<file path="src/sv/gbn_csum.sv">
// Packet checksum: two 32-bit header terms plus the 20 payload bytes read as signed.
// Depends on nothing but its ports.
module gbn_csum (
    input  logic [31:0] term_a,
    input  logic [31:0] term_b,
    input  logic [63:0] pa,
    input  logic [63:0] pb,
    input  logic [31:0] pc,
    output logic [31:0] sum
);

    logic signed [7:0]  bytes [20];
    logic signed [10:0] grp [4];
    logic signed [12:0] total;

    always_comb
    begin
        for (int i = 0; i < 8; i++)
        begin
            bytes[i]     = pa[8*i +: 8];
            bytes[8 + i] = pb[8*i +: 8];
        end
        for (int i = 0; i < 4; i++)
        begin
            bytes[16 + i] = pc[8*i +: 8];
        end
        for (int g = 0; g < 4; g++)
        begin
            grp[g] = '0;
            for (int k = 0; k < 5; k++)
            begin
                grp[g] = grp[g] + 11'(bytes[5*g + k]);
            end
        end
        total = 13'(grp[0]) + 13'(grp[1]) + 13'(grp[2]) + 13'(grp[3]);
    end

    assign sum = term_a + term_b + 32'(total);

endmodule

</file>
<file path="config.mk">
export PLATFORM = sky130hd
export DESIGN_NAME = gbn_csum
export DESIGN_NICKNAME = d
export VERILOG_FILES = /design/src/sv/gbn_csum.sv
export SDC_FILE = /design/constraint.sdc
export NUM_CORES = 1
export LEC_CHECK = 0
export BUFFER_PORTS_ARGS = -buffer_cell sky130_fd_sc_hd__buf_2
export CORE_ASPECT_RATIO = 0.75
export CORE_MARGIN = 2
export CORE_UTILIZATION = 40
export DETAILED_ROUTE_END_ITERATION = 8
export PLACE_DENSITY = 0.69
export SLEW_MARGIN = 20
export SYNTH_ARGS = -nofsm -noshare
export SYNTH_HDL_FRONTEND = slang
export SYNTH_SLANG_ARGS = --single-unit
export TNS_END_PERCENT = 100
</file>
<file path="constraint.sdc">
create_clock -name vclk -period 12.9
set_clock_uncertainty 0.05 [all_clocks]
set_input_delay 1.935 -clock vclk [all_inputs]
set_output_delay 1.935 -clock vclk [all_outputs]
set_load 0.02 [all_outputs]
</file>
==> summary.txt <==
Route
  • Vias per cell: 4.48
  • Residual DRC: 0
  • Iteration-0 DRC Markers: 219
  • Final WL: 15800 µm
  • Vias: 5688
  • Final ANT Viol Nets: 0
  • Wire per inst: 12.5 µm
  • TritonRoute pass-1 iters: 5

Logic synthesis
  • Synth Instances: 768
  • Synth Warn #: 0
  • Syn Nets: 1233
  • Post-synthesis sequential area ratio: 0%
  • Syn Area/Cell: 9.19 µm²
  • Yosys cell types: 55
  • Synthesized cell area: 7050 µm²

Cells and area
  • Layout area overhead: 22.9%
  • FF/Latch Area: 0 µm²
  • Commonest non-fill, non-tap cell in the layout: inv_1
  • Most frequent cells in the layout: 282 x inv_1, 256 x buf_2, 188 x fa_1, 53 x ha_1, 33 x a21oi_1
  • Fillers: 1724
  • Clock buffers: 0
  • Num sequential: 0
  • Layout cells sized above 1: 26.5%
  • Fin nets: 1490

Outcome
  • Status: finished clean

Placed design
  • Hpwl dp: 15400 µm
  • # port buffers: 256
  • Placer congestion estimate: 0.891

Timing
  • Setup TNS: 0 ps
  • Pins over their slew limit: 0
  • Rel. slew slack: 63.8%
  • Worst Tran Pin Value: 536 ps
  • Final hold vios: 0
  • Final period utilization: 96.1%
  • Minimum clock period: 12400 ps
  • FMAX: 0.0806 GHz
  • # setup viols final: 0
  • RSZ-0062 raised after global routing: no

Die
  • Die Ht: 119 µm
  • Full die area: 18700 µm²
  • Die Wd: 157 µm
  • Ports: 256
  • Initial Util: 40.4%
  • Row cnt: 42
  • Core area: 17400 µm²

Clock network
  • # hold bufs at CTS: 0
  • Post-CTS sizing: 0

Global route
  • GR Layer Usage met2: 28.4%
  • Largest net degree at the start of global routing: 12
  • Met3 usage: 1.82%
  • Gr usage total: 17.1%
  • Layer with the highest usage: met2
  • Number of global-route vias before repair: 5822
  • Initial antenna violation count: 5
  • Met1 usage in global routing: 25.5%
  • First-pass GRT wire length: 26600 µm
  • Global route total overflow: 0

Critical path
  • Startpoint types: primary input
  • Critical Path RT: 10910 ps
  • Kind of critical path: primary input to primary output
  • Crit. End Element: primary output
  • Crit-path max FO: 7
  • Worst path most repeated cell: fa_1
  • Slowest CP cell: fa_1
  • Critical path arrival: 10420 ps
  • Max incr delay on CP: 550 ps

Hold path
  • Hold-critical path depth: 3
  • Hold path startpoint: term_b[0]
  • Hold Path Class: primary input to primary output
  • Hold endpoint: sum[0]

Flow run
  • MaxCap Viol Count: 0
Yosys cell counts, types with 3 or more instances:
cell	number	share of area (%)
inv_1	282	15
fa_1	188	53
ha_1	53	9.4
a21oi_1	33	2.3
xnor2_1	27	3.4
o21ai_0	23	1.6
nand2_1	20	1.1
nor2_1	18	0.96
a21o_1	11	1.2
xor2_1	10	1.2
nor3_1	9	0.64
o21a_1	9	0.96
nand3_1	7	0.50
nand2b_1	6	0.53
a211oi_1	5	0.53
nand4_1	5	0.44
o211ai_1	5	0.53
a21boi_0	4	0.43
nor2b_1	3	0.27
worst max path at each step:
stage                       from      end  slack, ps  cells after the start
after CTS                 pb[58]  sum[28]        290                     30
after floorplan           pb[58]  sum[28]        130                     28
after global placement    pb[58]  sum[28]        490                     30
after detailed placement  pb[58]  sum[28]        320                     30
after global routing      pb[58]  sum[28]         30                     32
final                     pb[58]  sum[28]        500                     32
kinds of logic after synthesis:
| kind of cell | Yosys count | share of synthesized area, % |
|---|---|---|
| adders and majority gates | 241 | 62.8 |
| xor gates and xnor gates | 37 | 4.59 |
| and+or+nand+nor | 85 | 6.10 |
| buffers and inverters | 288 | 15.4 |
| AOI/OAI and AO/OA | 117 | 11.2 |
repair_timing:
action                                  in CTS  in global routing
endpoints found under the setup margin       0                  5
endpoints found under the hold margin        0                  0
setup buffers                                0                  3
per-layer routing:
layer | share of wire, % | vias to the layer above
met3 | 6.7 | 10
met4 | 0.90 | 0
met2 | 47 | 161
li1 | - | 2801
met1 | 46 | 2716
met5 | 0 | -
worst max-delay path: cells and delay by family:
family | cells | cell delay, ps
AOI/OAI and AO/OA | 8 | 1750
xor gates and xnor gates | 1 | 170
adders and majority gates | 10 | 4580
buffers and inverters | 10 | 930
and+or+nand+nor | 3 | 1060
stage by stage:
step | cells | area, µm² | utilization (%) | setup slack [ps] | hold slack (ps)
floorplan | 768 | 7050 | - | 135 | 4080
global placement | 1262 | 8630 | 49.5 | 493 | 4210
detailed placement | 1262 | 8630 | 49.5 | 319 | 4220
CTS | 1262 | 8630 | 49.5 | 293 | 4220
global route | 1267 | 8660 | 49.6 | 26.1 | 4260
finish | 1270 | 8670 | 49.7 | 498 | 4220
cell type report:
| class | count | area (µm²) | area share [%] |
|---|---|---|---|
| repair buffers | 261 | 1320 | 15.2 |
| multi-input cells | 480 | 5980 | 68.9 |
| diodes | 5 | 12.5 | 0.144 |
| inverters | 282 | 1060 | 12.2 |
| well taps | 242 | 303 | 3.49 |
Power is left out: the tool's default activity adds up to more than one toggle a clock period on the data nets, which glitch-free logic cannot reach.
